### src/rtl/sprs_pkg.sv
// Shared widths, register indexes and pipeline records for the sprite rect setup unit.
package sprs_pkg;

  localparam int CFG_W      = 11;
  localparam int POS_W      = 16;
  localparam int SCALE_W    = 16;
  localparam int OFF_W      = 11;
  localparam int SIZE_W     = 8;
  localparam int COORD_W    = 24;
  localparam int TEX_W      = 32;
  localparam int STEP_W     = 21;
  localparam int LIM_W      = CFG_W + 2;
  localparam int NUM_W      = 20;
  localparam int DEN_W      = 18;
  localparam int DIV_STEP   = 4;
  localparam int DIV_STAGES = NUM_W / DIV_STEP;
  localparam int LATENCY    = DIV_STAGES + 5;

  localparam logic REG_SCREEN_W = 1'b0;
  localparam logic REG_SCREEN_H = 1'b1;

  typedef struct packed {
    logic [DEN_W-1:0]   w;
    logic [COORD_W-1:0] ul;
    logic [COORD_W-1:0] lr;
    logic               ok;
    logic               neg;
    logic [TEX_W-1:0]   s0;
  } sprs_side_t;

endpackage

### src/rtl/sprs_div_stage.sv
// One registered group of restoring division steps with sideband.
module sprs_div_stage import sprs_pkg::*; (
  input  logic             clk,
  input  logic             en,
  input  logic [NUM_W-1:0] n_in,
  input  logic [DEN_W-1:0] rem_in,
  input  logic [NUM_W-1:0] q_in,
  input  sprs_side_t       side_in,
  output logic [NUM_W-1:0] n_out,
  output logic [DEN_W-1:0] rem_out,
  output logic [NUM_W-1:0] q_out,
  output sprs_side_t       side_out
);

  logic [NUM_W-1:0] n_next;
  logic [DEN_W-1:0] rem_next;
  logic [NUM_W-1:0] q_next;

  always_comb begin
    logic [DEN_W:0] r;
    n_next   = n_in;
    rem_next = rem_in;
    q_next   = q_in;
    for (int b = 0; b < DIV_STEP; b++) begin
      r = {rem_next, n_next[NUM_W-1]};
      n_next = {n_next[NUM_W-2:0], 1'b0};
      if (r >= {1'b0, side_in.w}) begin
        r = r - {1'b0, side_in.w};
        q_next = {q_next[NUM_W-2:0], 1'b1};
      end else begin
        q_next = {q_next[NUM_W-2:0], 1'b0};
      end
      rem_next = r[DEN_W-1:0];
    end
  end

  always_ff @(posedge clk) begin
    if (en) begin
      n_out    <= n_next;
      rem_out  <= rem_next;
      q_out    <= q_next;
      side_out <= side_in;
    end
  end

endmodule

### src/rtl/sprs_axis.sv
// One axis: scale, rectangle edges, texture step division and clip advance.
module sprs_axis import sprs_pkg::*; (
  input  logic                clk,
  input  logic                en,
  input  logic [LIM_W-1:0]    lim,
  input  logic [POS_W-1:0]    pos,
  input  logic [SCALE_W-1:0]  scale,
  input  logic                flip,
  input  logic [OFF_W-1:0]    off,
  input  logic [SIZE_W-1:0]   size,
  output logic                ok,
  output logic [COORD_W-1:0]  ul,
  output logic [COORD_W-1:0]  lr,
  output logic [TEX_W-1:0]    start,
  output logic [STEP_W-1:0]   step
);

  // stage 1: products
  logic signed [27:0] prod_o;
  logic [23:0]        prod_w;
  logic [POS_W-1:0]   pos1;
  logic               flip1;
  logic [SIZE_W-1:0]  size1;

  always_ff @(posedge clk) begin
    if (en) begin
      prod_o <= $signed({{17{off[OFF_W-1]}}, off}) * $signed({12'b0, scale});
      prod_w <= {16'b0, size} * {8'b0, scale};
      pos1   <= pos;
      flip1  <= flip;
      size1  <= size;
    end
  end

  // stage 2: edges, visibility, division setup
  logic [27:0]        o_bias;
  logic [COORD_W-1:0] o_ext;
  logic [COORD_W-1:0] pos_ext;
  logic [DEN_W-1:0]   w2;
  logic [COORD_W-1:0] ul2;
  logic [COORD_W-1:0] lr2;
  sprs_side_t         side2;
  logic [NUM_W-1:0]   num2;
  logic [NUM_W-1:0]   n_st  [DIV_STAGES+1];
  logic [DEN_W-1:0]   r_st  [DIV_STAGES+1];
  logic [NUM_W-1:0]   q_st  [DIV_STAGES+1];
  sprs_side_t         sd_st [DIV_STAGES+1];

  always_comb begin
    o_bias  = 28'(prod_o + $signed({22'b0, {6{prod_o[27]}}}));
    o_ext   = {{2{o_bias[27]}}, o_bias[27:6]};
    pos_ext = {{(COORD_W-POS_W){pos1[POS_W-1]}}, pos1};
    w2      = prod_w[23:6];
    if (!flip1) begin
      ul2 = pos_ext + o_ext;
      lr2 = ul2 + {{(COORD_W-DEN_W){1'b0}}, w2};
    end else begin
      lr2 = pos_ext - o_ext;
      ul2 = lr2 - {{(COORD_W-DEN_W){1'b0}}, w2};
    end
    side2.w   = w2;
    side2.ul  = ul2;
    side2.lr  = lr2;
    side2.ok  = ($signed(ul2) < $signed({{(COORD_W-LIM_W){1'b0}}, lim}))
                && ($signed(lr2) > 0) && (w2 != '0);
    side2.neg = (size1 == '0) ^ flip1;
    side2.s0  = flip1 ? ((TEX_W'(size1) - 1) << 5) : '0;
    num2      = (size1 == '0) ? NUM_W'(4096) : {size1 - SIZE_W'(1), 12'b0};
  end

  always_ff @(posedge clk) begin
    if (en) begin
      n_st[0]  <= num2;
      r_st[0]  <= '0;
      q_st[0]  <= '0;
      sd_st[0] <= side2;
    end
  end

  for (genvar k = 0; k < DIV_STAGES; k++) begin : g_div
    sprs_div_stage u_stage (
      .clk      (clk),
      .en       (en),
      .n_in     (n_st[k]),
      .rem_in   (r_st[k]),
      .q_in     (q_st[k]),
      .side_in  (sd_st[k]),
      .n_out    (n_st[k+1]),
      .rem_out  (r_st[k+1]),
      .q_out    (q_st[k+1]),
      .side_out (sd_st[k+1])
    );
  end

  // signed step and clip magnitude
  sprs_side_t         sd_m1;
  logic [STEP_W-1:0]  d_m1;
  logic [COORD_W-1:0] mag_m1;
  sprs_side_t         sd_m2;
  logic [STEP_W-1:0]  d_m2;
  logic signed [45:0] prod_m2;

  always_ff @(posedge clk) begin
    if (en) begin
      sd_m1  <= sd_st[DIV_STAGES];
      d_m1   <= sd_st[DIV_STAGES].neg ? -{1'b0, q_st[DIV_STAGES]} : {1'b0, q_st[DIV_STAGES]};
      mag_m1 <= sd_st[DIV_STAGES].ul[COORD_W-1] ? -sd_st[DIV_STAGES].ul : '0;
      sd_m2  <= sd_m1;
      d_m2   <= d_m1;
      prod_m2 <= $signed({22'b0, mag_m1}) * $signed({{25{d_m1[STEP_W-1]}}, d_m1});
      ok     <= sd_m2.ok;
      ul     <= sd_m2.ul[COORD_W-1] ? '0 : sd_m2.ul;
      lr     <= sd_m2.lr;
      start  <= sd_m2.s0 + prod_m2[38:7];
      step   <= d_m2;
    end
  end

endmodule

### config.mk
export PLATFORM = sky130hd
export DESIGN_NAME = sprs_axis
export DESIGN_NICKNAME = d
export VERILOG_FILES = /design/src/rtl/sprs_pkg.sv /design/src/rtl/sprs_div_stage.sv /design/src/rtl/sprs_axis.sv
export SDC_FILE = /design/constraint.sdc
export NUM_CORES = 2
export LEC_CHECK = 0
export ABC_CLOCK_PERIOD_IN_PS = 27300
export BUFFER_PORTS_ARGS = -buffer_cell sky130_fd_sc_hd__buf_2
export CAP_MARGIN = 10
export CORE_MARGIN = 2
export CORE_UTILIZATION = 55
export CTS_CLUSTER_DIAMETER = 80
export CTS_CLUSTER_SIZE = 28
export DETAILED_ROUTE_END_ITERATION = 6
export PLACE_DENSITY = 0.71
export SYNTH_ARGS = -nofsm -noshare
export SYNTH_HDL_FRONTEND = slang
export SYNTH_SLANG_ARGS = --single-unit
### constraint.sdc
create_clock -name clk -period 27.3 [get_ports clk]
set_input_delay 2.73 -clock clk [delete_from_list [all_inputs] [get_ports clk]]
set_output_delay 2.73 -clock clk [all_outputs]
set_load 0.005 [all_outputs]
==> results.ini <==
[run_status]
status=finished, final reports clean

[global_routing]
grt_pass1_vias=56700
grt_use_total_pct=27.2
overflow=0
antenna_found_initial=6
grt_pass1_wl_mm=319
grt_max_degree=115

[placed_design]
gp_congestion=0.967
dpl.hpwl_mm=158
port_buffers=167

[timing]
rsz0062_at_grt=false
fin_crit_sh_pct=46.9
clock.fmax_mhz=78.2
setup_viol=0
period_needed_ns=12.79
fin_skew_ns=0.0423
tightest_slew_ns=1.23
final.setup.tns_ns=0
maxSlewHeadroom_pct=17.7
maxSlewViolCount=0
hold_viol_final=0

[floorplan]
start_util_pct=55.5
dieArea_um2=150000
dieWidth_um=387
core_area_um2=146000
row_count=140
io_pins=169
die_h_um=387

[detailed_routing]
drt_wl_total_mm=203
wl_per_cell_um=21.2
ant_nets=0
drc=0
vias_per_cell=5.80
drtPass1Iterations=6
dr_total_vias=55700
drtIter0Drc=4084

[clock_network]
ctsHoldBuffers=0
cts_buffers=67
clk_pin_slew_ns=0.10
cts_root_buf=clkbuf_16
htreeDepth=3
insertion_delay_ns=0.71
cts_resized=0
clock-sinks=974
post-cts-setup-buffers=0
ctsLongestPathBuffers=3
tritoncts=yes

[critical_path]
slowest_delay_ns=0.86
r2r-end=g_div[3].u_stage.rem_out[2]$_DFFE_PP_
r2r_slack_ns=14.51
crit_slowest_cell=a211oi_4
r2r_start=g_div[2].u_stage.side_out[82]$_DFFE_PP_
worstPathRequired_ns=27.77
critPathKind=reg2reg
path_max_fanout=51
critPathCaptureType=flop
worst_ep_arrival_time_ns=13.26
cp-start-kind=flop
r2r_cells=43

[yosys]
synth_nets=8976
synth_edf_count=974
netlist.area_leader.share_pct=36.2
yosys-top-cells-count=inv_1, edfxtp_1, ha_1
yosys.area.top_type=edfxtp_1
avgSynthCellArea_um2=10.7
async_flop_share_pct=0
ys_ff_latch=974
seq_area_frac_synth_pct=36.2
synthesis.area_um2=80900
ys_warn_count=0
syn_inst=7562
yosys-top-cells-area=edfxtp_1, fa_1, ha_1
synth_cell_type_count=106
synth.most_common_cell=inv_1
ys.flop_type=edfxtp_1

[layout]
final_layout_size_suffix_gt1_share_pct=7.77
fin_nets=9060
syn2layout_area_growth_pct=6.71

[worst_hold_path]
worstHoldStart=sd_st[552]$_DFFE_PP_
min_path_cells=0
min_to=g_div[0].u_stage.side_out[52]$_DFFE_PP_
min_path_type=reg2reg

[job]
max-cap-violations=0

final cells by class:
| type | count | area, µm² |
|---|---|---|
| inverter | 994 | 3730 |
| fill | 12100 | 59400 |
| sequential | 974 | 29200 |
| timing repair buffer | 228 | 1310 |
| antenna | 1 | 2.50 |
| multi-input combinational | 5381 | 47000 |
| clock inverter | 48 | 837 |
| clock buffer | 70 | 1750 |
| tap | 1917 | 2400 |
stage by stage:
step	hold slack, ns	worst slack [ns]	instances	area, µm²	utilization (%)
5_1_grt	0.398	13.48	9613	86300	59.2
3_5_place_dp	0.405	14.72	9493	83700	57.4
4_1_cts	0.397	14.69	9611	86300	59.2
3_3_place_gp	0.400	14.98	9493	83700	57.4
2_1_floorplan	0.400	16.56	7562	80900	-
6_report	0.402	14.51	9613	86300	59.2
cell families (layout without fill, tap and decap cells):
| kind of cell | count (synthesis) | count (layout) | synth area share (%) |
|---|---|---|---|
| xor gates and xnor gates | 465 | 465 | 5.04 |
| AOI/OAI and AO/OA | 1317 | 1317 | 10.9 |
| adders and majority gates | 1347 | 1347 | 26.7 |
| buffers and inverters | 1207 | 1340 | 5.70 |
| other | 1 | 2 | 0.00464 |
| and+or+nand+nor | 2035 | 2035 | 12.5 |
| DFF | 974 | 974 | 36.2 |
| muxes | 216 | 216 | 3.01 |
worst max-delay path, delay by kind of cell (launching register included):
kind                       cells  cell delay, ns
muxes                          3            1.08
DFF                            1            0.67
buffers and inverters          3            1.11
AOI/OAI and AO/OA             24            6.56
xor gates and xnor gates       1            0.08
and+or+nand+nor                8            1.40
adders and majority gates      4            1.64
registers in the layout (all words and copies together), names as in the netlist, 28 cells and up:
name / flops
g_div.u_stage.rem_out: 72
sd_m1: 58
g_div.u_stage.q_out: 60
start: 32
prod_o: 28
g_div.u_stage.side_out: 367
sd_st: 77
prod_m2: 32
sd_m2: 58
worst max-delay path by stage:
stage | from | endpoint | slack [ns] | cells after the start
4_1_cts | g_div[0].u_stage.side_out[83]$_DFFE_PP_ | g_div[1].u_stage.rem_out[14]$_DFFE_PP_ | 14.69 | 48
3_5_place_dp | g_div[0].u_stage.side_out[83]$_DFFE_PP_ | g_div[1].u_stage.rem_out[14]$_DFFE_PP_ | 14.72 | 48
6_report | g_div[2].u_stage.side_out[82]$_DFFE_PP_ | g_div[3].u_stage.rem_out[2]$_DFFE_PP_ | 14.51 | 43
2_1_floorplan | g_div[0].u_stage.side_out[83]$_DFFE_PP_ | g_div[1].u_stage.rem_out[10]$_DFFE_PP_ | 16.56 | 52
5_1_grt | g_div[0].u_stage.side_out[83]$_DFFE_PP_ | g_div[1].u_stage.rem_out[14]$_DFFE_PP_ | 13.48 | 48
3_3_place_gp | g_div[0].u_stage.side_out[83]$_DFFE_PP_ | g_div[1].u_stage.rem_out[13]$_DFFE_PP_ | 14.98 | 48
layout by cell type, fill, tap and decap left out, types with 20 or more instances in the layout:
cell,instances
or3_1,47
nand2_1,700
ha_1,720
inv_1,979
xnor2_1,323
o21ai_0,244
mux2i_1,25
buf_2,166
nor2b_1,91
o21bai_1,60
a211oi_1,36
a21oi_1,331
fa_1,627
a21boi_0,25
a31oi_1,42
nand2b_1,102
nand3_1,89
o21a_1,74
nor4_1,43
and2_1,345
nand4_1,73
xor2_1,142
o211ai_1,33
clkbuf_16,70
and3_1,52
nor3_1,113
a21o_1,191
o31ai_1,32
edfxtp_1,974
nor2_1,295
a221o_1,20
buf_4,60
mux2_2,166
per-layer routing:
layer / vias to the layer above / part of all wire, % / global-route usage [%]
met5: - / 0.0064 / 0
met4: 2 / 4.9 / 12.6
met3: 398 / 4.8 / 3.00
met2: 1594 / 48 / 46.0
met1: 27500 / 42 / 35.2
li1: 26200 / - / -
Power is not shown: default switching activity piles up to over one toggle a cycle in this logic, so the estimate is an artifact.
